===== src/sv/tsvg_pkg.sv =====
// Shared types, constants and a lookup function for the tube strip vertex generator.
package tsvg_pkg;

    localparam int SEG_W            = 8;
    localparam int MAX_SEGMENTS_DEF = 255;
    localparam int CORDIC_STEPS     = 16;
    localparam int ANG_W            = 32;
    localparam int DIV_STAGES       = 8;
    localparam int DIV_BITS         = ANG_W / DIV_STAGES;
    localparam int THETA_DELAY      = 9;
    localparam int VEC_LAT          = CORDIC_STEPS + 1;
    localparam int ROT_LAT          = CORDIC_STEPS + 2;
    localparam int CALC_LAT         = 2;
    localparam int PIPE_LAT         = VEC_LAT + ROT_LAT + CALC_LAT;
    localparam int MIN_SEGMENTS     = 3;

    typedef logic signed [15:0] q14_t;
    typedef logic signed [16:0] trig_t;
    typedef logic [ANG_W-1:0]   angle_t;
    typedef logic signed [33:0] cord_t;
    typedef q14_t [2:0]         vec3_t;

    localparam cord_t GAIN_Q30 = 34'sd652032874;
    localparam cord_t RND_Q16  = 34'sd32768;

    // Axis selector codes that move the axial coordinate off x
    localparam logic [1:0] AXIS_Y = 2'd2;
    localparam logic [1:0] AXIS_Z = 2'd3;

    // Register map indexes
    typedef enum logic [2:0] {
        REG_SEGMENTS,
        REG_AXIS_SELECT,
        REG_X_START,
        REG_R_START,
        REG_X_END,
        REG_R_END,
        REG_CENTER_Y,
        REG_CENTER_Z
    } reg_idx_t;

    typedef struct packed {
        logic [1:0] axis_select;
        q14_t       x_start;
        q14_t       r_start;
        q14_t       x_end;
        q14_t       r_end;
        q14_t       center_y;
        q14_t       center_z;
    } cfg_t;

    // Arctangent of 2^-i in turns scaled by 2^32
    function automatic angle_t atan_turn(input int unsigned i);
        angle_t v;
        case (i)
            0:       v = 32'd536870912;
            1:       v = 32'd316933406;
            2:       v = 32'd167458907;
            3:       v = 32'd85004756;
            4:       v = 32'd42667331;
            5:       v = 32'd21354465;
            6:       v = 32'd10680862;
            7:       v = 32'd5340245;
            8:       v = 32'd2670163;
            9:       v = 32'd1335087;
            10:      v = 32'd667544;
            11:      v = 32'd333772;
            12:      v = 32'd166886;
            13:      v = 32'd83443;
            14:      v = 32'd41722;
            15:      v = 32'd20861;
            default: v = '0;
        endcase
        return v;
    endfunction

endpackage


===== src/sv/tsvg_vec_cordic.sv =====
// Pipelined CORDIC in vectoring mode giving atan2(dr, dx) in turns.
module tsvg_vec_cordic (
    input  logic             aclk,
    input  logic             en,
    input  tsvg_pkg::cfg_t   cfg,
    output tsvg_pkg::angle_t angle
);

    localparam int N = tsvg_pkg::CORDIC_STEPS;

    tsvg_pkg::cord_t  x_reg [N+1];
    tsvg_pkg::cord_t  y_reg [N+1];
    tsvg_pkg::angle_t z_reg [N+1];

    logic signed [16:0] dx;
    logic signed [16:0] dr;
    tsvg_pkg::cord_t    dx_w;
    tsvg_pkg::cord_t    dr_w;

    assign dx   = $signed({cfg.x_end[15], cfg.x_end}) - $signed({cfg.x_start[15], cfg.x_start});
    assign dr   = $signed({cfg.r_end[15], cfg.r_end}) - $signed({cfg.r_start[15], cfg.r_start});
    assign dx_w = tsvg_pkg::cord_t'(dx) <<< 14;
    assign dr_w = tsvg_pkg::cord_t'(dr) <<< 14;

    // Pre-rotate by a half turn into the right half plane
    always_ff @(posedge aclk) begin
        if (en) begin
            if (dx < 0) begin
                x_reg[0] <= -dx_w;
                y_reg[0] <= -dr_w;
                z_reg[0] <= {1'b1, {(tsvg_pkg::ANG_W-1){1'b0}}};
            end else begin
                x_reg[0] <= dx_w;
                y_reg[0] <= dr_w;
                z_reg[0] <= '0;
            end
        end
    end

    // Rotate towards y = 0, one step per stage
    for (genvar i = 0; i < N; i++) begin : g_step
        tsvg_pkg::cord_t tx;
        tsvg_pkg::cord_t ty;
        assign tx = y_reg[i] >>> i;
        assign ty = x_reg[i] >>> i;

        always_ff @(posedge aclk) begin
            if (en) begin
                if (y_reg[i] > 0) begin
                    x_reg[i+1] <= x_reg[i] + tx;
                    y_reg[i+1] <= y_reg[i] - ty;
                    z_reg[i+1] <= z_reg[i] + tsvg_pkg::atan_turn(i);
                end else begin
                    x_reg[i+1] <= x_reg[i] - tx;
                    y_reg[i+1] <= y_reg[i] + ty;
                    z_reg[i+1] <= z_reg[i] - tsvg_pkg::atan_turn(i);
                end
            end
        end
    end

    assign angle = z_reg[N];

endmodule


===== config.mk =====
export PLATFORM = sky130hd
export DESIGN_NAME = tsvg_vec_cordic
export DESIGN_NICKNAME = d
export VERILOG_FILES = /design/src/sv/tsvg_pkg.sv /design/src/sv/tsvg_vec_cordic.sv
export SDC_FILE = /design/constraint.sdc
export NUM_CORES = 2
export LEC_CHECK = 0
export BUFFER_PORTS_ARGS = -buffer_cell sky130_fd_sc_hd__buf_2
export CORE_ASPECT_RATIO = 1.1
export CORE_MARGIN = 2
export CORE_UTILIZATION = 52
export DETAILED_ROUTE_END_ITERATION = 16
export PLACE_DENSITY = 0.76
export SETUP_SLACK_MARGIN = 0.15
export SYNTH_ARGS = -nofsm -noshare
export SYNTH_HDL_FRONTEND = slang
export SYNTH_SLANG_ARGS = --single-unit

===== constraint.sdc =====
create_clock -name aclk -period 5.85 [get_ports aclk]
set_input_delay 0.585 -clock aclk [delete_from_list [all_inputs] [get_ports aclk]]
set_output_delay 0.585 -clock aclk [all_outputs]
set_load 0.01 [all_outputs]

## Yosys cells after proc, flatten, opt, wreduce, memory -nomap -nowiden

Memories as Yosys holds them, arrays and structs flattened.
Cells that the tools add are included.

- Register bits after elaboration: 0
- Latch bits: 0
- Bits in writable memories: 1700
- Memory bits (read-only): 0
- Input port bits: 100
- Output and inout bits: 32
- Logic and storage cells: 323
- Memories: 3

Memory list:

| name | words | width | read ports | clocked after memory_dff | write ports | RTL line | text |
|---|---|---|---|---|---|---|---|
| x_reg | 17 | 34 | 16 | 0 | 17 | tsvg_vec_cordic.sv:11 | `tsvg_pkg::cord_t x_reg [N+1];` |
| y_reg | 17 | 34 | 16 | 0 | 17 | tsvg_vec_cordic.sv:12 | `tsvg_pkg::cord_t y_reg [N+1];` |
| z_reg | 17 | 32 | 17 | 0 | 17 | tsvg_vec_cordic.sv:13 | `tsvg_pkg::angle_t z_reg [N+1];` |

- $add $sub $neg: 99
- $mul: 0
- Div/mod/pow operators: 0
- Magnitude comparators: 17
- Eq/ne operators: 0
- Shift operators: 0
- Multiplexer cells: 153
- Bitwise gates (word level): 51
- Reductions and logical operators: 0

Operators by type and width:

| cell | count |
|---|---|
| two-way mux 34 bit | 34 |
| greater-than comparator 34 x 1 -> 1 bit, second input constant | 16 |
| two-way mux 32 bit | 17 |
| two-way mux 1 bit | 102 |
| adder 34 x 19 -> 34 bit | 2 |
| adder 34 x 20 -> 34 bit | 2 |
| adder 34 x 21 -> 34 bit | 2 |
| adder 34 x 22 -> 34 bit | 2 |
| adder 34 x 23 -> 34 bit | 2 |
| adder 34 x 24 -> 34 bit | 2 |
| adder 34 x 25 -> 34 bit | 2 |
| adder 34 x 26 -> 34 bit | 2 |
| adder 34 x 27 -> 34 bit | 2 |
| adder 34 x 28 -> 34 bit | 2 |
| adder 34 x 29 -> 34 bit | 2 |
| adder 34 x 30 -> 34 bit | 2 |
| adder 34 x 31 -> 34 bit | 2 |
| adder 34 x 32 -> 34 bit | 2 |
| adder 34 x 33 -> 34 bit | 2 |
| negation 31 -> 34 bit | 2 |
| subtractor 34 x 19 -> 34 bit | 2 |
| subtractor 34 x 20 -> 34 bit | 2 |
| subtractor 34 x 21 -> 34 bit | 2 |
| subtractor 34 x 22 -> 34 bit | 2 |
| 48 further kinds | 111 |

## Logic depth before layout (Yosys ltp)

- Depth in word-level cells: 6
- Mapped depth: 25
- Depth with buffers taken out: 23

## Worst setup path before layout

OpenSTA, ideal clock, no wires.

- Path type: register -> register
- From: memory y_reg[6][12] in the netlist's numbering
- To: memory x_reg[7][33] in the netlist's numbering (data pin)
- Setup time: 0.260 ns
- Arrival: 6.102 ns
- Required time: 5.590 ns
- Slack: -0.511 ns
- Cell stages (with the launch flop): 23
- Path buffers: 1
- Period minus slack after synthesis: 6.361 ns
- Cells stage by stage: edfxtp_1 -> or4_1 -> nor4_1 -> nand4b_1 -> nand2b_1 -> or4_1 -> nor4_1 -> o21ai_1 -> inv_2 -> buf_1 -> nor2_1 -> xnor2_1 -> ha_1 -> o21a_1 -> o21ai_0 -> a211oi_1 -> nand3b_1 -> a221o_1 -> o21a_1 -> o41ai_1 -> o2111ai_1 -> a21oi_1 -> xnor2_1

RTL lines:

| what | RTL line |
|---|---|
| start: declaration | tsvg_vec_cordic.sv:12 |
| end: declaration | tsvg_vec_cordic.sv:11 |

==> results.yml <==
run_status:
  run_status: "completed"
sta:
  whs_ns: 0.2455
  fin_skew_ns: 0.05193
  tightestPinTransition_ns: 1.181
  max_freq_mhz: 175.2
  finalSetupViolCount: 0
  drv_slew: 0
  fin_crit_sh: 0.9756
  hold_viol_final: 0
  period_minus_slack_ns: 5.707
  relSlewSlack: 0.2128
  rsz0062_at_grt: "true"
clock_network:
  cts_root_buf: "clkbuf_16"
  clock_latency_ns: 0.86
  clock-sinks: 1347
  htreeDepth: 4
  clk_pin_slew_ns: 0.06
  cts_hold_buffers: 0
  cts_buffers: 154
  clock_path_buffers: 3
  cts_tree: "done"
cells_and_area:
  largest_reg_flops: 475
  areaGrowthSynthToFinish_pct: 15.28
  finish.instance_area_sq_um: 131800
  layout.cells.non_filler: 15870
  n_fill_cell: 17950
  fin_nets: 14280
  drive_gt1_frac: 0.1281
placed_design:
  port_buffers: 96
  place_congestion: 1.039
  dpl_cell_area_sq_um: 123600
  post-dp-hpwl_mm: 254.6
  dp.cells: 15480
synthesis:
  synthTopCellsByArea: "edfxtp_1, ha_1, xnor2_1, a21oi_1, xor2_1"
  avgSynthCellArea_sq_um: 9.602
  synth_nets: 13350
  syn-cell-area_sq_um: 114300
  synth.ff_latch_count: 1347
  synth_warnings: 0
  synth_top_area_frac: 0.3538
  synth.distinct_cells: 89
  yosys_most_used_dff: "edfxtp_1"
  ys_top_cells_by_count: "edfxtp_1, ha_1, xnor2_1, a21oi_1, nor2_1"
  async_reset_ff_frac: 0
  synth_enable_flop_cells: 1347
  yosys.area.top_type: "edfxtp_1"
  synth_cells: 11910
  yosysSeqAreaShare: 0.3538
  synthMostInstantiatedCell: "edfxtp_1"
critical_path:
  crit_type: "reg -> reg"
  worstPathArrival_ns: 6.29
  rr_startpoint: "y_reg[6][19]"
  critPathBufInv: 3
  cp-end-kind: "register"
  worst_path_max_delay_cell: "or4_4"
  crit_family: "simple AND/OR/NAND/NOR gates"
  max_stage_delay_ns: 0.57
  cp.required_ns: 6.43
  path_cells: "or4_4, nor4_4, nand4b_1, nand2b_4, or4_4, nor4_4, o21ai_4, inv_4, buf_8, a21oi_2, xnor2_1, ha_1, a21o_1, a21o_1, a221oi_2, nand3b_1, a221o_1, o21a_1, o41ai_2, buf_4, o2111ai_2, a21oi_2, xnor2_1"
  critPathLaunchType: "register"
  path_max_fanout: 6
  rrSetupSlack_ns: 0.14
  crit_start: "y_reg[6][19]"
detailed_routing:
  first_pass_iters: 8
  drcViolationCount: 0
  ant_nets: 0
  wire_per_inst_um: 20.37
  first_iter_violations: 6818
  vias: 95130
  vias_per_cell: 5.993
  routed_wl_mm: 323.4
die:
  start_util: 0.5228
  die_area_sq_um: 223700
  pin_count: 132
  die_y_um: 495.8
  rows: 180
  core-area_sq_um: 218700
  die_w_um: 451.1
min_path:
  hp-start: "cfg[64]"
  hp-class: "in -> reg"
grt:
  grt_pass1_wl_mm: 500.3
  grt_max_degree: 220
  groute.usage.overall: 0.2785
  antenna_found_initial: 3
  overflow: 0
  grt_pass1_vias: 93910
flow_run:
  drv_cap: 0
[layer usage]
metal	track usage	part of all wire	up-vias	routed length, um
met5	0	0.000071	-	23
met4	0.1628	0.066	4	21360
met3	0.03357	0.044	953	14210
met2	0.5245	0.52	2791	167800
met1	0.2977	0.37	45230	120000
li1	-	-	46160	-
[repair_timing]
action | CTS | global route
gates cloned | 0 | 6
buffers inserted | 22 | 90
pin swaps | 21 | 183
gates resized for setup | 89 | 411
endpoints found under the setup margin | 113 | 241
[cells by family (layout without fill, tap and decap cells)]
kind of cell / count (synthesis) / count (layout) / synth area share
fa+ha+maj: 1346 / 1346 / 0.1497
xor+xnor: 1752 / 1752 / 0.1343
compound gates: 3540 / 3540 / 0.1977
buf+inv: 739 / 1791 / 0.02450
flops: 1347 / 1347 / 0.3538
mux: 60 / 60 / 0.005800
simple gates: 3123 / 3123 / 0.1342
other cells: 1 / 2 / 0.00003280
[path summary, 6_finish.rpt]
| kind | endpoint | depth (start not counted) |
|---|---|---|
| hold reg to reg | z_reg[11][2] | 0 |
| setup / recovery | x_reg[7][33] | 23 |
| hold / removal | y_reg[0][14] | 3 |
| setup reg to reg | x_reg[7][33] | 23 |
[area by class of cell]
class / count / area (sq um) / share of cell area
antenna: 1 / 2.502 / 0.00001898
clock buffer: 182 / 4023 / 0.03052
clock inverter: 97 / 1152 / 0.008743
inverter: 556 / 2116 / 0.01605
multi-input combinational: 9822 / 73030 / 0.5540
sequential: 1347 / 40450 / 0.3069
tap: 2912 / 3643 / 0.02764
timing repair buffer: 955 / 7392 / 0.05608
timing repair inverter: 1 / 5.005 / 0.00003797
[cell usage in the layout, fill, tap and decap left out, types with 105 or more instances in the layout]
cell,n
edfxtp_1,1347
ha_1,1293
xnor2_1,1183
a21oi_1,1024
nor2_1,833
buf_4,807
nand2_1,696
o21ai_0,641
xor2_1,558
inv_1,538
a21o_1,534
nor3_1,250
nand2b_1,200
nand3_1,199
o21a_1,186
nor2b_1,169
o31ai_1,163
clkbuf_16,161
o21bai_1,150
or3_1,129
and3_1,105
[stage by stage]
step	setup WS, ns	util	setup TNS [ns]
detailed placement	-0.3010	0.5652	-4.408
global route	-0.1894	0.6027	-1.126
floorplan	0.1539	-	0
global placement	-0.3398	0.5652	-1.846
finish	0.1430	0.6027	0
CTS	0.1440	0.5913	0
[worst reg2reg max path, stage by stage (launching register included)]
cell and delay, ns:
edfxtp_1 0.38, or4_4 0.57, nor4_4 0.28, nand4b_1 0.19, nand2b_4 0.20, or4_4 0.51, nor4_4 0.31, o21ai_4 0.16
inv_4 0.13, buf_8 0.14, a21oi_2 0.05, xnor2_1 0.14, ha_1 0.33, a21o_1 0.16, a21o_1 0.16, a221oi_2 0.23
nand3b_1 0.16, a221o_1 0.39, o21a_1 0.24, o41ai_2 0.23, buf_4 0.18, o2111ai_2 0.11, a21oi_2 0.17, xnor2_1 0.08
Power is not shown: default switching activity piles up to over one toggle a cycle in this logic, so the estimate is an artifact.
