[config.mk]
export PLATFORM = sky130hd
export DESIGN_NAME = tsvg_rot_cordic
export DESIGN_NICKNAME = d
export VERILOG_FILES = /design/src/sv/tsvg_pkg.sv /design/src/sv/tsvg_rot_cordic.sv
export SDC_FILE = /design/constraint.sdc
export NUM_CORES = 2
export LEC_CHECK = 0
export BUFFER_PORTS_ARGS = -buffer_cell sky130_fd_sc_hd__buf_2
export CAP_MARGIN = 20
export CELL_PAD_IN_SITES_DETAIL_PLACEMENT = 0
export CELL_PAD_IN_SITES_GLOBAL_PLACEMENT = 1
export CORE_ASPECT_RATIO = 0.7
export CORE_MARGIN = 2
export CORE_UTILIZATION = 57
export CTS_BUF_LIST = sky130_fd_sc_hd__clkbuf_8
export CTS_CLUSTER_DIAMETER = 60
export DETAILED_ROUTE_END_ITERATION = 8
export MAX_ROUTING_LAYER = met4
export PLACE_DENSITY_LB_ADDON = 0.1
export SLEW_MARGIN = 10
export SYNTH_ARGS = -nofsm -noshare
export SYNTH_HDL_FRONTEND = slang
export SYNTH_SLANG_ARGS = --single-unit
[constraint.sdc]
create_clock -name aclk -period 10.75 [get_ports aclk]
set_clock_uncertainty 0.1 [all_clocks]
set_input_delay 1.075 -clock aclk [delete_from_list [all_inputs] [get_ports aclk]]
set_output_delay 1.075 -clock aclk [all_outputs]
set_load 0.02 [all_outputs]
[src/sv/tsvg_pkg.sv]
// Shared types, constants and a lookup function for the tube strip vertex generator.
package tsvg_pkg;

    localparam int SEG_W            = 8;
    localparam int MAX_SEGMENTS_DEF = 255;
    localparam int CORDIC_STEPS     = 16;
    localparam int ANG_W            = 32;
    localparam int DIV_STAGES       = 8;
    localparam int DIV_BITS         = ANG_W / DIV_STAGES;
    localparam int THETA_DELAY      = 9;
    localparam int VEC_LAT          = CORDIC_STEPS + 1;
    localparam int ROT_LAT          = CORDIC_STEPS + 2;
    localparam int CALC_LAT         = 2;
    localparam int PIPE_LAT         = VEC_LAT + ROT_LAT + CALC_LAT;
    localparam int MIN_SEGMENTS     = 3;

    typedef logic signed [15:0] q14_t;
    typedef logic signed [16:0] trig_t;
    typedef logic [ANG_W-1:0]   angle_t;
    typedef logic signed [33:0] cord_t;
    typedef q14_t [2:0]         vec3_t;

    localparam cord_t GAIN_Q30 = 34'sd652032874;
    localparam cord_t RND_Q16  = 34'sd32768;

    // Axis selector codes that move the axial coordinate off x
    localparam logic [1:0] AXIS_Y = 2'd2;
    localparam logic [1:0] AXIS_Z = 2'd3;

    // Register map indexes
    typedef enum logic [2:0] {
        REG_SEGMENTS,
        REG_AXIS_SELECT,
        REG_X_START,
        REG_R_START,
        REG_X_END,
        REG_R_END,
        REG_CENTER_Y,
        REG_CENTER_Z
    } reg_idx_t;

    typedef struct packed {
        logic [1:0] axis_select;
        q14_t       x_start;
        q14_t       r_start;
        q14_t       x_end;
        q14_t       r_end;
        q14_t       center_y;
        q14_t       center_z;
    } cfg_t;

    // Arctangent of 2^-i in turns scaled by 2^32
    function automatic angle_t atan_turn(input int unsigned i);
        angle_t v;
        case (i)
            0:       v = 32'd536870912;
            1:       v = 32'd316933406;
            2:       v = 32'd167458907;
            3:       v = 32'd85004756;
            4:       v = 32'd42667331;
            5:       v = 32'd21354465;
            6:       v = 32'd10680862;
            7:       v = 32'd5340245;
            8:       v = 32'd2670163;
            9:       v = 32'd1335087;
            10:      v = 32'd667544;
            11:      v = 32'd333772;
            12:      v = 32'd166886;
            13:      v = 32'd83443;
            14:      v = 32'd41722;
            15:      v = 32'd20861;
            default: v = '0;
        endcase
        return v;
    endfunction

endpackage

[src/sv/tsvg_rot_cordic.sv]
// Pipelined CORDIC in rotation mode giving sine and cosine in Q2.14.
module tsvg_rot_cordic (
    input  logic             aclk,
    input  logic             en,
    input  tsvg_pkg::angle_t angle,
    output tsvg_pkg::trig_t  sin_q,
    output tsvg_pkg::trig_t  cos_q
);

    localparam int N  = tsvg_pkg::CORDIC_STEPS;
    localparam int AW = tsvg_pkg::ANG_W;

    tsvg_pkg::cord_t       x_reg   [N+1];
    tsvg_pkg::cord_t       y_reg   [N+1];
    logic signed [AW:0]    a_reg   [N+1];
    logic                  neg_reg [N+1];
    tsvg_pkg::trig_t       sin_reg;
    tsvg_pkg::trig_t       cos_reg;

    logic             neg_in;
    tsvg_pkg::angle_t zr;
    tsvg_pkg::cord_t  xf;
    tsvg_pkg::cord_t  yf;

    // Fold the second and third quadrants by a half turn
    assign neg_in = (angle[AW-1:AW-2] == 2'd1) || (angle[AW-1:AW-2] == 2'd2);
    assign zr     = neg_in ? (angle - {1'b1, {(AW-1){1'b0}}}) : angle;

    always_ff @(posedge aclk) begin
        if (en) begin
            a_reg[0]   <= (AW+1)'($signed(zr));
            x_reg[0]   <= tsvg_pkg::GAIN_Q30;
            y_reg[0]   <= '0;
            neg_reg[0] <= neg_in;
        end
    end

    for (genvar i = 0; i < N; i++) begin : g_step
        tsvg_pkg::cord_t dx;
        tsvg_pkg::cord_t dy;
        assign dx = y_reg[i] >>> i;
        assign dy = x_reg[i] >>> i;

        always_ff @(posedge aclk) begin
            if (en) begin
                neg_reg[i+1] <= neg_reg[i];
                if (a_reg[i] >= 0) begin
                    x_reg[i+1] <= x_reg[i] - dx;
                    y_reg[i+1] <= y_reg[i] + dy;
                    a_reg[i+1] <= a_reg[i] - (AW+1)'(tsvg_pkg::atan_turn(i));
                end else begin
                    x_reg[i+1] <= x_reg[i] + dx;
                    y_reg[i+1] <= y_reg[i] - dy;
                    a_reg[i+1] <= a_reg[i] + (AW+1)'(tsvg_pkg::atan_turn(i));
                end
            end
        end
    end

    // Undo the fold and round Q1.30 to Q2.14
    assign xf = neg_reg[N] ? -x_reg[N] : x_reg[N];
    assign yf = neg_reg[N] ? -y_reg[N] : y_reg[N];

    always_ff @(posedge aclk) begin
        if (en) begin
            cos_reg <= tsvg_pkg::trig_t'((xf + tsvg_pkg::RND_Q16) >>> 16);
            sin_reg <= tsvg_pkg::trig_t'((yf + tsvg_pkg::RND_Q16) >>> 16);
        end
    end

    assign sin_q = sin_reg;
    assign cos_q = cos_reg;

endmodule

### Word-level counts from Yosys, hierarchy flattened

Memories as Yosys holds them, arrays and structs flattened.
Cells that the tools add are included.

| word-level totals | value |
|---|---|
| ROM bits | 0 |
| memory bits (writable) | 1734 |
| memories | 4 |
| bits in latches | 0 |
| logic and storage cells | 322 |
| bits of input ports | 34 |
| bits in registers | 34 |

| cells by class | value |
|---|---|
| reductions and logical operators | 1 |
| equality and inequality tests | 2 |
| multiply operators | 0 |
| $add $sub $neg | 100 |
| bitwise gates (word level) | 48 |
| shifts and indexed selects | 0 |
| order comparisons | 16 |
| div/mod/pow operators | 0 |
| multiplexer cells | 149 |

Memories:

| memory | depth | width | read ports | clocked after Yosys merged registers in | write ports | RTL line | RTL |
|---|---|---|---|---|---|---|---|
| x_reg | 17 | 34 | 17 | 0 | 17 | tsvg_rot_cordic.sv:13 | `tsvg_pkg::cord_t x_reg [N+1];` |
| y_reg | 17 | 34 | 17 | 0 | 17 | tsvg_rot_cordic.sv:14 | `tsvg_pkg::cord_t y_reg [N+1];` |
| a_reg | 17 | 33 | 16 | 0 | 17 | tsvg_rot_cordic.sv:15 | `logic signed [AW:0] a_reg [N+1];` |
| neg_reg | 17 | 1 | 17 | 0 | 17 | tsvg_rot_cordic.sv:16 | `logic neg_reg [N+1];` |

Operator list:

| cell | count |
|---|---|
| $mux W34 | 32 |
| $mux W33 | 18 |
| $ge A33 B1 Y1 const B | 16 |
| $add A33 B17 Y33 const B | 3 |
| $mux W1 | 98 |
| $add A34 B19 Y34 | 2 |
| $add A34 B20 Y34 | 2 |
| $add A34 B21 Y34 | 2 |
| $add A34 B22 Y34 | 2 |
| $add A34 B23 Y34 | 2 |
| $add A34 B24 Y34 | 2 |
| $add A34 B25 Y34 | 2 |
| $add A34 B26 Y34 | 2 |
| $add A34 B27 Y34 | 2 |
| $add A34 B28 Y34 | 2 |
| $add A34 B29 Y34 | 2 |
| $add A34 B30 Y34 | 2 |
| $add A34 B31 Y34 | 2 |
| $add A34 B32 Y34 | 2 |
| $add A34 B33 Y34 | 2 |
| $sub A34 B19 Y34 | 2 |
| $sub A34 B20 Y34 | 2 |
| $sub A34 B21 Y34 | 2 |
| $sub A34 B22 Y34 | 2 |
| 51 further kinds | 111 |

### Logic depth before layout (Yosys ltp)

An unclocked memory read counts as a cell.

| logic depth | value |
|---|---|
| depth after elaboration | 6 |
| mapped depth | 21 |
| mapped depth without buffers | 20 |

### Least setup slack after synthesis

No wires, ideal clock.

| timing path | value |
|---|---|
| path type | input to register |
| start point | input en |
| end point | memory x_reg[11][31] (netlist bit) (data pin) |
| stages | 16 |
| arrival | 5.197 ns |
| setup slack | 5.189 ns |
| cell sequence | clkbuf_1 -> nand2_1 -> clkbuf_1 -> buf_1 -> o21ai_0 -> ha_1 -> a21o_1 -> a21oi_1 -> nor3_1 -> or3b_2 -> o31ai_1 -> o21ai_1 -> a31o_2 -> a211oi_2 -> nand4b_1 -> nand3_1 |

RTL lines:

| element | RTL line | RTL |
|---|---|---|
| from (decl) | tsvg_rot_cordic.sv:4 | `input logic en,` |
| to (decl) | tsvg_rot_cordic.sv:13 |  |

==> impl_metrics.py <==
metrics = {
    "status": {
        "outcome": "finished, final reports clean",
    },
    "finish": {
        "regArea_mm2": 0.0462,
        "final_common_cell": "edfxtp_1",
        "drive_gt1_frac": 0.0526,
        "finalNetCount": 14800,
        "synthToLayoutAreaGrowth_pct": 6.94,
        "final_cell_mix": "1,538 x edfxtp_1, 1,380 x ha_1, 1,293 x a21oi_1",
        "nFillCells": 18600,
        "multi_input_area_mm2": 0.0785,
        "largest_reg_flops": 510,
    },
    "timing": {
        "setup_violations": 0,
        "fmax_ghz": 0.156,
        "hold_viol": 0,
        "finalCritPeriodShare": 0.597,
        "holdWs_ns": 0.149,
        "worst_slew_pin_slew_ns": 1.20,
        "tns_ns": 0,
        "rsz0062_at_grt": "false",
        "period_minus_slack_ns": 6.42,
        "drv_slew": 0,
        "max-slew-margin-rel": 0.191,
    },
    "worst_hold_path": {
        "holdPathEnd": "a_reg[0][28]",
        "hp-class": "input port to flip-flop",
        "whs_path_depth": 1,
        "min-delay-start": "angle[28]",
    },
    "floorplan": {
        "dieArea_mm2": 0.228,
        "die_width_um": 569,
        "initial_utilization": 0.572,
        "io_pins": 68,
        "fp-row-count": 145,
        "core_area_mm2": 0.223,
        "die_h_um": 400,
    },
    "detailed_routing": {
        "postRouteAntennaNets": 0,
        "wl_um": 365000,
        "drt-pass1-iter-count": 7,
        "drtIter0Drc": 11300,
        "viasPerCell": 6.30,
        "drc": 0,
        "routedWlPerCell_um": 22.2,
        "vias": 104000,
    },
    "synthesis": {
        "ys_seq_area_frac": 0.362,
        "syn_area_mm2": 0.128,
        "synth_edf_count": 1538,
        "synth_ff_type": "edfxtp_1",
        "synth.avg_cell_area_um2": 9.69,
        "yosys_warnings": 0,
        "postSynthCellCount": 13200,
        "async_flop_share": 0,
        "yosysUniqueCellTypes": 109,
        "syn_nets": 14600,
        "synth-seq-cells": 1538,
    },
    "worst_setup_path": {
        "rrSetupSlack_ns": 4.52,
        "cp-start-kind": "input port",
        "end_kind": "flip-flop",
        "cp_max_fo": 69,
        "crit_type": "input port to flip-flop",
        "r2r_end": "x_reg[7][29]",
        "required_ns": 11.37,
        "reg2reg_depth": 17,
        "cp.arrival_ns": 7.04,
        "rr_startpoint": "a_reg[6][32]",
    },
    "global_route": {
        "grt_pass1_vias": 95900,
        "track_usage": 0.321,
        "grt_overflow": 0,
        "antenna_found_initial": 16,
        "grt_max_degree": 169,
        "grt_pass1_wl_um": 559000,
    },
    "clock_tree": {
        "clk_pin_slew_ns": 0.06,
        "hold_buffers": 0,
        "clockBufferDepth": 4,
        "tritoncts": "done",
        "clockRootBuffer": "clkbuf_8",
        "cts_resized": 0,
        "postCtsSetupBuffers": 0,
        "cts_made_buffers": 246,
        "clock-sinks": 1538,
        "htree_num_levels": 4,
        "clk_latency_ns": 1.05,
    },
    "job": {
        "cap_violations": 0,
    },
    "placement": {
        "dp_hpwl_um": 286000,
        "io_buffers": 67,
        "routabilityCongestion": 0.996,
    },
}
## logic make-up after synthesis
group | count (synthesis) | share of synthesized area
buffers and inverters | 764 | 0.0225
adders and majority gates | 1426 | 0.142
muxes | 128 | 0.0107
and+or+nand+nor | 3472 | 0.134
AOI/OAI and AO/OA | 4007 | 0.202
xor gates and xnor gates | 1831 | 0.126
DFF | 1538 | 0.362
## worst max path at each step
stage,from,endpoint,cells past startpoint
after global routing,en,y_reg[8][29],19
final,en,y_reg[8][29],19
after CTS,en,y_reg[9][31],17
after global placement,en,y_reg[9][31],17
after floorplan,en,x_reg[11][31],16
after detailed placement,en,y_reg[9][31],17
## cell usage after synthesis (148+ instances only)
cell	n	area, µm²
nor2b_1	181	1130
o21ai_0	695	3480
o31ai_1	149	1120
xor2_1	623	5460
nand2_1	719	2700
edfxtp_1	1538	46200
nor3_1	341	1710
inv_1	540	2030
xnor2_1	1206	10600
clkbuf_1	175	657
a21oi_1	1293	6470
ha_1	1380	17300
nand2b_1	202	1260
a21o_1	594	4460
o21bai_1	148	1110
nand3_1	216	1080
nor2_1	1023	3840
o21a_1	229	1720
## layout make-up
| type | instances | area share |
|---|---|---|
| inverters | 549 | 0.0151 |
| flip-flops and latches | 1538 | 0.339 |
| repair buffers | 133 | 0.00671 |
| clock buffers | 249 | 0.0251 |
| clock inverters | 195 | 0.0117 |
| diodes | 6 | 0.000110 |
| multi-input cells | 10900 | 0.576 |
| well taps | 2940 | 0.0270 |
## per-layer routing
layer,GRT usage,part of all wire
met5,-,0
met4,0.0701,0.021
met3,0.0567,0.095
met2,0.418,0.38
met1,0.507,0.50
## worst max-delay path, stage by stage
cell,delay [ns]
buf_12,0.14
buf_4,0.49
nand2_2,0.10
buf_4,0.53
clkinv_1,0.62
buf_4,0.47
nor2_1,0.21
xnor2_1,0.14
ha_1,0.29
o21a_1,0.20
o31a_1,0.14
o21ai_1,0.23
a311oi_1,0.15
nor4bb_1,0.64
o41ai_2,0.28
a31o_2,0.29
a21oi_1,0.26
o21ai_0,0.16
xor2_1,0.17
## through the flow
| stage | std cells | setup slack [ns] | util | instance area (µm²) |
|---|---|---|---|---|
| 2_1_floorplan | 13200 | 5.19 | - | 128000 |
| 3_3_place_gp | 16000 | 3.61 | 0.589 | 131000 |
| 3_5_place_dp | 16000 | 3.40 | 0.589 | 131000 |
| 4_1_cts | 16500 | 4.49 | 0.612 | 136000 |
| 5_1_grt | 16500 | 4.03 | 0.612 | 136000 |
| 6_report | 16500 | 4.33 | 0.612 | 136000 |
Power is left out: the tool's default activity adds up to more than one toggle a clock period on the data nets, which glitch-free logic cannot reach.
