File: config.mk
export PLATFORM = sky130hd
export DESIGN_NAME = tsvg_theta_div
export DESIGN_NICKNAME = d
export VERILOG_FILES = /design/src/sv/tsvg_pkg.sv /design/src/sv/tsvg_theta_div.sv
export SDC_FILE = /design/constraint.sdc
export NUM_CORES = 1
export LEC_CHECK = 0
export BUFFER_PORTS_ARGS = -buffer_cell sky130_fd_sc_hd__buf_2
export CAP_MARGIN = 20
export CORE_MARGIN = 2
export CORE_UTILIZATION = 60
export CTS_BUF_LIST = sky130_fd_sc_hd__clkbuf_8 sky130_fd_sc_hd__clkbuf_16
export DETAILED_ROUTE_END_ITERATION = 10
export PLACE_DENSITY = 0.88
export SLEW_MARGIN = 20
export SYNTH_ARGS = -nofsm -noshare
export SYNTH_HDL_FRONTEND = slang
export SYNTH_SLANG_ARGS = --single-unit
File: constraint.sdc
create_clock -name aclk -period 23.9 [get_ports aclk]
set_input_delay 7.17 -clock aclk [delete_from_list [all_inputs] [get_ports aclk]]
set_output_delay 7.17 -clock aclk [all_outputs]
set_load 0.01 [all_outputs]
File: src/sv/tsvg_pkg.sv
// Shared types, constants and a lookup function for the tube strip vertex generator.
package tsvg_pkg;

    localparam int SEG_W            = 8;
    localparam int MAX_SEGMENTS_DEF = 255;
    localparam int CORDIC_STEPS     = 16;
    localparam int ANG_W            = 32;
    localparam int DIV_STAGES       = 8;
    localparam int DIV_BITS         = ANG_W / DIV_STAGES;
    localparam int THETA_DELAY      = 9;
    localparam int VEC_LAT          = CORDIC_STEPS + 1;
    localparam int ROT_LAT          = CORDIC_STEPS + 2;
    localparam int CALC_LAT         = 2;
    localparam int PIPE_LAT         = VEC_LAT + ROT_LAT + CALC_LAT;
    localparam int MIN_SEGMENTS     = 3;

    typedef logic signed [15:0] q14_t;
    typedef logic signed [16:0] trig_t;
    typedef logic [ANG_W-1:0]   angle_t;
    typedef logic signed [33:0] cord_t;
    typedef q14_t [2:0]         vec3_t;

    localparam cord_t GAIN_Q30 = 34'sd652032874;
    localparam cord_t RND_Q16  = 34'sd32768;

    // Axis selector codes that move the axial coordinate off x
    localparam logic [1:0] AXIS_Y = 2'd2;
    localparam logic [1:0] AXIS_Z = 2'd3;

    // Register map indexes
    typedef enum logic [2:0] {
        REG_SEGMENTS,
        REG_AXIS_SELECT,
        REG_X_START,
        REG_R_START,
        REG_X_END,
        REG_R_END,
        REG_CENTER_Y,
        REG_CENTER_Z
    } reg_idx_t;

    typedef struct packed {
        logic [1:0] axis_select;
        q14_t       x_start;
        q14_t       r_start;
        q14_t       x_end;
        q14_t       r_end;
        q14_t       center_y;
        q14_t       center_z;
    } cfg_t;

    // Arctangent of 2^-i in turns scaled by 2^32
    function automatic angle_t atan_turn(input int unsigned i);
        angle_t v;
        case (i)
            0:       v = 32'd536870912;
            1:       v = 32'd316933406;
            2:       v = 32'd167458907;
            3:       v = 32'd85004756;
            4:       v = 32'd42667331;
            5:       v = 32'd21354465;
            6:       v = 32'd10680862;
            7:       v = 32'd5340245;
            8:       v = 32'd2670163;
            9:       v = 32'd1335087;
            10:      v = 32'd667544;
            11:      v = 32'd333772;
            12:      v = 32'd166886;
            13:      v = 32'd83443;
            14:      v = 32'd41722;
            15:      v = 32'd20861;
            default: v = '0;
        endcase
        return v;
    endfunction

endpackage

File: src/sv/tsvg_theta_div.sv
// Pipelined long division giving theta = floor(j * 2^32 / segments) modulo 2^32.
module tsvg_theta_div (
    input  logic                     aclk,
    input  logic                     en,
    input  logic [tsvg_pkg::SEG_W-1:0] segment_index,
    input  logic [tsvg_pkg::SEG_W-1:0] segments,
    output tsvg_pkg::angle_t         theta
);

    localparam int SW = tsvg_pkg::SEG_W;
    localparam int AW = tsvg_pkg::ANG_W;

    logic [SW-1:0]    rem_reg [tsvg_pkg::DIV_STAGES];
    tsvg_pkg::angle_t quo_reg [tsvg_pkg::DIV_STAGES];
    logic [SW-1:0]    rem0;

    // Drop the integer quotient bit; only the fraction matters modulo one turn
    assign rem0 = (segment_index >= segments) ? SW'(segment_index - segments) : segment_index;

    for (genvar s = 0; s < tsvg_pkg::DIV_STAGES; s++) begin : g_stage
        logic [SW-1:0]    rem_in;
        tsvg_pkg::angle_t quo_in;
        logic [SW-1:0]    rem_next;
        tsvg_pkg::angle_t quo_next;

        if (s == 0) begin : g_first
            assign rem_in = rem0;
            assign quo_in = '0;
        end else begin : g_rest
            assign rem_in = rem_reg[s-1];
            assign quo_in = quo_reg[s-1];
        end

        // Restoring division, a few quotient bits per stage
        always_comb begin
            logic [SW:0] t;
            rem_next = rem_in;
            quo_next = quo_in;
            for (int b = 0; b < tsvg_pkg::DIV_BITS; b++) begin
                t = {rem_next, 1'b0};
                if (t >= {1'b0, segments}) begin
                    rem_next = SW'(t - {1'b0, segments});
                    quo_next = {quo_next[AW-2:0], 1'b1};
                end else begin
                    rem_next = t[SW-1:0];
                    quo_next = {quo_next[AW-2:0], 1'b0};
                end
            end
        end

        always_ff @(posedge aclk) begin
            if (en) begin
                rem_reg[s] <= rem_next;
                quo_reg[s] <= quo_next;
            end
        end
    end

    assign theta = quo_reg[tsvg_pkg::DIV_STAGES-1];

endmodule

== Word level (Yosys, flattened, before mapping) ==
Memory sizes are Yosys's and may differ from the RTL's.
Index checks and enable logic that the tools add are counted.

* Add/subtract/negate cells: 33
* Order comparisons: 33
* Muxes and demuxes: 67

{| class="wikitable"
|+ Operators with widths
! kind !! count
|-
| 9-bit by 8-bit >= comparator with 1-bit output || 32
|-
| 8-bit two-way mux || 33
|-
| 8-bit subtractor || 33
|-
| 1-bit two-way mux || 34
|-
| 8-bit >= comparator || 1
|}

* Register bits: 0
* RAM bits: 320
* Input bits: 18
* Word-level logic and storage cells: 135
* Memories kept: 2

{| class="wikitable"
|+ Memories
! name !! words !! width !! rd ports !! clocked after memory_dff !! write ports !! line !! source
|-
| quo_reg || 8 || 32 || 8 || 0 || 8 || tsvg_theta_div.sv:14 || <nowiki>tsvg_pkg::angle_t quo_reg [tsvg_pkg::DIV_STAGES];</nowiki>
|-
| rem_reg || 8 || 8 || 7 || 0 || 8 || tsvg_theta_div.sv:13 || <nowiki>logic [SW-1:0] rem_reg [tsvg_pkg::DIV_STAGES];</nowiki>
|}

== Depth between registers and ports, before layout ==
Gate-level depths: netlist of the first run.

* Depth in word-level cells: 10
* Mapped depth: 48
* Mapped depth without buffers: 48

== Least setup slack after synthesis of the first run ==
No wires, ideal clock.

* Path type: input-to-reg
* Start point: in segments[1] in the netlist's numbering
* End point: mem rem_reg[0][2] in the netlist's numbering (data pin)
* Library setup time: 0.262 ns
* Arrival: 17.151 ns
* Path slack: 6.487 ns
* Cell stages on the path: 45
* Buffers on the path: 0
* Cell sequence: inv_1 > ha_1 > a21o_1 > a21oi_1 > o21ai_2 > a31oi_4 > nor2_1 > a21oi_1 > inv_1 > ha_1 > nor2b_1 > o31a_1 > o31a_1 > o221ai_1 > o211a_2 > bufinv_8 > mux2_2 > ha_1 > [... 9 more ...] > ha_1 > o21a_1 > o21ai_0 > a21oi_1 > o21ai_0 > or2b_2 > and2_2 > nor4_4 > mux2_2 > ha_1 > a21o_1 > a21o_1 > a21o_1 > a31oi_1 > a21boi_0 > nor3_1 > mux2i_2 > mux2_1

{| class="wikitable"
|+ RTL lines
! element !! line !! source
|-
| start: declaration || tsvg_theta_div.sv:6 || <nowiki>input logic [tsvg_pkg::SEG_W-1:0] segments,</nowiki>
|-
| end: declaration || tsvg_theta_div.sv:13 ||
|}

==> out/summary.txt, run 1 <==
fillers -> 2,345
post-cts gate resize count -> 0
RSZ-0062 raised after global routing -> false
vias per cell -> 6.33
worst skew pair latency -> 0.45 ns
Avg Inst Size Synth -> 9.84 sq um
leading area contributor after synthesis -> edfxtp_1
worst path arrival time -> 18.41 ns
Async SR Flop Fraction -> 0%
GR met1 Demand/Resource -> 33.1%
Slowest-stage cell, CP -> nor3_1
PortBufs -> 49
Tmin final -> 18.20 ns
initial antenna violation count -> 0
vias in the first global route -> 15,080
Congestion Overflow GR -> 0
register bit total from synthesis -> 200
Setup Buffers After CTS -> 0
Worst-Margin Slew -> 1.00 ns
syn_nets -> 2,133
Worst Setup Start Kind -> input pin
layer with the highest usage -> met2
First DRT Iteration DRCs -> 1,079
Hold Startpoint -> quo_reg[1][73]
Die H -> 179 um
total track usage -> 27.4%
top post-synthesis cells by count -> ha_1, edfxtp_1, nor2_1, o21ai_0, mux2_2
Crit. End Element -> flop
hold buffers post-CTS -> 0
clock buffer depth -> 2
final WL -> 42,300 um
Worst setup startpoint -> segments[0]
H-tree levels -> 4
post-DR wirelength/cell -> 18.2 um
ys flop type -> edfxtp_1
Via Count -> 14,738
# clock sinks -> 200
CP max stage delay -> 0.51 ns
minimum setup slack among reg-to-reg paths -> 13.88 ns
critical path class -> input pin to flop
CTS Buf Count -> 17
flip-flop count of the largest register after layout -> 144
FF-to-FF Start -> rem_reg[2][0]
unique cell type count in the Yosys netlist -> 78
crit-path max FO -> 41
Clock Skews -> 0.00884 ns
remaining antenna violation count -> 0
sum of negative setup slack -> 0 ns
Final GP Congestion -> 0.896
Final Hold Fails -> 0
initial core utilization -> 60.5%
met3 usage -> 3.75%
Hold WS -> 0.417 ns
GR Layer Usage met2 -> 48.2%
cell count after synthesis -> 1,866
Worst Setup EP -> rem_reg[0][3]
Die Wd -> 179 um
max-cap violation count -> 0
worst r2r path cells -> 31
period utilization -> 76.2%
Layout Nets -> 2,185
Mapped Area -> 18,400 sq um
# IOs -> 50
Hold Path Class -> flop to flop
drt pass-1 iters -> 8
HPWL Detailed -> 29,900 um
Max Slew Vio Count -> 0
Setup Viol. Count Final -> 0
largest net degree at the start of global routing -> 124
antenna cells -> 0
Synth Warn # -> 0
share of post-route cells with drive strength above 1 -> 14.1%
Area contributors post-synth -> edfxtp_1, ha_1, mux2_2, xnor2_1, nor2_1
Cell Rows -> 64
status -> finished, final reports clean
Worst-path clk slew -> 0.08 ns
Core Area -> 30,300 sq um
fmax -> 54.9 MHz
top-count cell post-synth -> ha_1
first-pass GRT wire length -> 70,800 um
Area growth, synth to finish -> 7.31%
top-area cell type share of the netlist area -> 32.7%
root buffer cell -> clkbuf_16
Slew HR -> 33.3%
Worst R2R End -> rem_reg[3][2]
Worst Path Required -> 24.11 ns
sequential element share of the synthesized area -> 32.7%
area of the die -> 32,000 sq um
TritonCTS clock tree -> yes
Post-synth EDFFs -> 200
# DRC -> 0
cell usage in the layout (no fill, tap or decap), types with 5 or more instances in the layout:
master,count
nor3_1,38
o21bai_1,12
a31oi_1,15
mux2_2,117
mux2_4,5
nand4_1,17
or3_1,22
a21o_1,60
a21boi_0,13
inv_1,79
buf_4,16
o21ai_0,130
and2_1,14
ha_1,240
or2_2,16
inv_2,9
mux2i_1,21
nor2_1,176
xor2_1,51
xnor2_1,86
clkbuf_16,17
buf_2,48
a21oi_1,115
a211oi_1,12
nand3_1,40
o211ai_1,8
o211a_1,7
o31a_1,5
o21a_1,48
and4_1,12
o31ai_1,13
fa_1,9
and3_1,14
nor2b_1,49
a211o_1,6
nand2b_1,39
edfxtp_1,200
nand2_1,59
final cells by class:
| class | count | area (sq um) | share of cell area [%] |
|---|---|---|---|
| Clock inverter | 15 | 165 | 0.838 |
| Inverter | 91 | 358 | 1.82 |
| Timing Repair Buffer | 65 | 374 | 1.90 |
| Sequential cell | 200 | 6010 | 30.5 |
| Tap cell | 396 | 495 | 2.51 |
| Multi-Input combinational cell | 1543 | 11900 | 60.3 |
| Clock buffer | 17 | 425 | 2.16 |
critical path, delay by kind of cell:
| family | cells | cell delay [ns] |
|---|---|---|
| buf+inv | 6 | 0.92 |
| mux | 4 | 1.33 |
| simple gates | 8 | 2.00 |
| compound gates | 24 | 4.98 |
| fa+ha+maj | 6 | 1.99 |
worst min path at each step:
stage	to	slack, ns	cells after the start
after global routing	quo_reg[1][41]	0.42	0
after floorplan	quo_reg[0][100]	0.40	0
after detailed placement	quo_reg[0][110]	0.40	0
final	quo_reg[1][109]	0.42	0
after global placement	quo_reg[1][113]	0.40	0
after CTS	quo_reg[1][41]	0.42	0
layer usage:
layer	up-vias	part of all wire [%]
met5	-	0
met1	6987	42
li1	7100	-
met3	147	5.1
met4	0	3.9
met2	504	49
stage by stage:
step                      utilization (%)  cells  worst slack (ns)  area, sq um
final                                64.9   2327              5.70        19700
after global routing                 64.9   2327              4.80        19700
after CTS                            64.9   2327              5.79        19700
after detailed placement             63.0   2295              5.32        19100
after global placement               63.0   2295              5.77        19100
after floorplan                         -   1866              6.49        18400
kinds of logic (layout without fill, tap and decap cells):
family | count (synthesis) | after routing | synth area share (%)
compound gates | 499 | 499 | 17.8
xor+xnor | 137 | 137 | 6.53
fa+ha+maj | 249 | 249 | 17.3
buf+inv | 123 | 188 | 2.63
flops | 200 | 200 | 32.7
mux | 147 | 147 | 8.99
simple gates | 511 | 511 | 14.0
Power of run 1 is left out: the tool's default activity adds up to more than one toggle a clock period on the data nets, which glitch-free logic cannot reach.
==> inputs of run 2 (changes only) <==
CORE_UTILIZATION = 58   (was 60)
PLACE_DENSITY = 0.89   (was 0.88)
clock period = 15.8 ns   (was 23.9 ns; I/O delays follow)
==> run 2 against run 1 <==
  * Clock skew rose by 0.0053 ns
  * Utilization shrank 2.0 points
  * Clock-buffer cell count stayed put
  * Final area increased by 0.20%
  * Via count down 0.48%
  * Cell count grew 0.43%
  * Global-route usage shrank 1.6 points
  * Hold slack lost 0.00099 ns
  * Setup slack worse by 5.1 ns
  * Non-clock buffer count up 5
  * Sequential share of layout area is 0.062 points lower
  * First-iteration DRC count increased by 3.4%
  * Critical path type unchanged
  * Critical endpoint is now rem_reg[0][2]
==> out/summary.txt, run 2 (synthesis gave the netlist of run 1 again) <==
Hold Startpoint -> quo_reg[1][44]
Slew HR -> 31.0% (-2.3 points)
CP max stage delay -> 0.41 ns (-0.10 ns)
fmax -> 65.9 MHz
Final GP Congestion -> 0.940 (+4.9%)
Inst Count DP -> 2,306 (+0.48%)
most common cell after layout, fill and taps aside -> ha_1
First DRT Iteration DRCs -> 1,116 (+3.4%)
PortBufs -> 49 (unchanged)
Worst-path clk slew -> 0.07 ns (about the same)
hold buffers post-CTS -> 0 (unchanged)
root buffer cell -> clkbuf_16
post-cts gate resize count -> 0 (unchanged)
status -> finished, final reports clean
Area growth, synth to finish -> 7.53%
crit-path max FO -> 8 (-80%)
drt pass-1 iters -> 5 (-3)
Max Slew Vio Count -> 0 (unchanged)
Crit. End Element -> flop
Clock Skews -> 0.0141 ns (+0.00529 ns)
largest net degree at the start of global routing -> 120 (-3.2%)
# IOs -> 50 (unchanged)
Tmin final -> 15.17 ns
HPWL Detailed -> 30,100 um (+0.79%)
Via Count -> 14,667 (-0.48%)
Setup Buffers After CTS -> 0 (unchanged)
FF-to-FF Start -> rem_reg[2][0]
initial core utilization -> 58.5% (-2.0 points)
Layout Nets -> 2,190 (+0.23%)
H-tree levels -> 4 (unchanged)
RSZ-0062 raised after global routing -> false
Hold Path Class -> flop to flop
Worst Path Required -> 16.01 ns (-8.10 ns)
max-cap violation count -> 0 (unchanged)
sum of negative setup slack -> 0 ns (unchanged)
worst path arrival time -> 15.38 ns (-3.03 ns)
period utilization -> 96.0%
remaining antenna violation count -> 0 (unchanged)
post-DR wirelength/cell -> 18.0 um (-1.2%)
share of post-route cells with drive strength above 1 -> 14.4% (+0.23 points)
flip-flop count of the largest register after layout -> 144 (unchanged)
final WL -> 42,000 um (-0.73%)
clock buffer depth -> 2 (unchanged)
Worst-Margin Slew -> 1.04 ns (+0.0348 ns)
vias in the first global route -> 14,939 (-0.94%)
TritonCTS clock tree -> yes
initial antenna violation count -> 0 (unchanged)
antenna cells -> 0 (unchanged)
Congestion Overflow GR -> 0 (unchanged)
area of the die -> 33,100 sq um (+3.4%)
# DRC -> 0 (unchanged)
Die H -> 182 um (+1.7%)
fin cells -> 2,337 (+0.43%)
Core Area -> 31,400 sq um (+3.4%)
# clock sinks -> 200 (unchanged)
total track usage -> 25.8% (-1.6 points)
Worst setup startpoint -> segment_index[0]
most frequent cells in the layout -> ha_1, edfxtp_1, nor2_1, o21ai_0, mux2_2
Final Hold Fails -> 0 (unchanged)
first-pass GRT wire length -> 70,100 um (-0.97%)
worst skew pair latency -> 0.46 ns (about the same)
critical path class -> input pin to flop
crit-path most repeated cell -> ha_1
CTS Buf Count -> 17 (unchanged)
Worst Setup Start Kind -> input pin
vias per cell -> 6.28 (-0.91%)
Die Wd -> 182 um (+1.7%)
fillers -> 2,476 (+5.6%)
Setup Viol. Count Final -> 0 (unchanged)
Cell Rows -> 65 (+1.6%)
Slowest-stage cell, CP -> fa_1
==> run 2: cell count changes in the layout (fill, tap and decap cells not counted), sizes merged <==
cell      change
clkinvlp      +1
buf           +5
clkinv        -2
==> run 2: routing by layer <==
| layer | track usage [%] | vias to the layer above | part of all wire, % |
|---|---|---|---|
| met5 | 0 | - | 0 |
| met1 | 31.5 | 6958 | 42 |
| met4 | 10.6 | 0 | 3.1 |
| li1 | - | 7113 | - |
| met3 | 3.65 | 113 | 5.2 |
| met2 | 45.9 | 483 | 50 |
==> run 2: path summary, 6_finish.rpt <==
check	end	slack, ns	depth (start not counted)
worst max-delay path	rem_reg[0][2]	0.63	48
worst min-delay path	quo_reg[1][80]	0.42	0
worst max register to register	rem_reg[3][7]	5.79	32
worst min register to register	quo_reg[1][80]	0.42	0
==> run 2: area by class of cell <==
| cell class | instances | area, sq um | share of cell area (%) |
|---|---|---|---|
| well taps | 402 | 503 | 2.55 |
| inverters | 91 | 358 | 1.81 |
| flip-flops and latches | 200 | 6010 | 30.4 |
| multi-input cells | 1543 | 11900 | 60.2 |
| clock buffers | 17 | 425 | 2.15 |
| clock inverters | 14 | 150 | 0.760 |
| repair buffers | 70 | 412 | 2.08 |
==> run 2: critical path: cells and delay by family <==
| family | cells | cell delay (ns) |
|---|---|---|
| mux | 4 | 1.29 |
| fa+ha+maj | 6 | 1.87 |
| compound gates | 23 | 4.92 |
| buf+inv | 6 | 0.60 |
| simple gates | 9 | 1.95 |
==> run 2: through the flow <==
stage / hold WS (ns) / cell area [sq um] / util (%) / setup WS (ns)
after detailed placement: 0.405 / 19200 / 61.0 / 0.218
after global routing: 0.423 / 19700 / 62.9 / 0.0194
after floorplan: 0.400 / 18400 / - / 0.817
final: 0.416 / 19700 / 62.9 / 0.634
after CTS: 0.417 / 19700 / 62.9 / 0.667
after global placement: 0.401 / 19200 / 61.0 / 0.522
Power of run 2 is left out for the same reason.
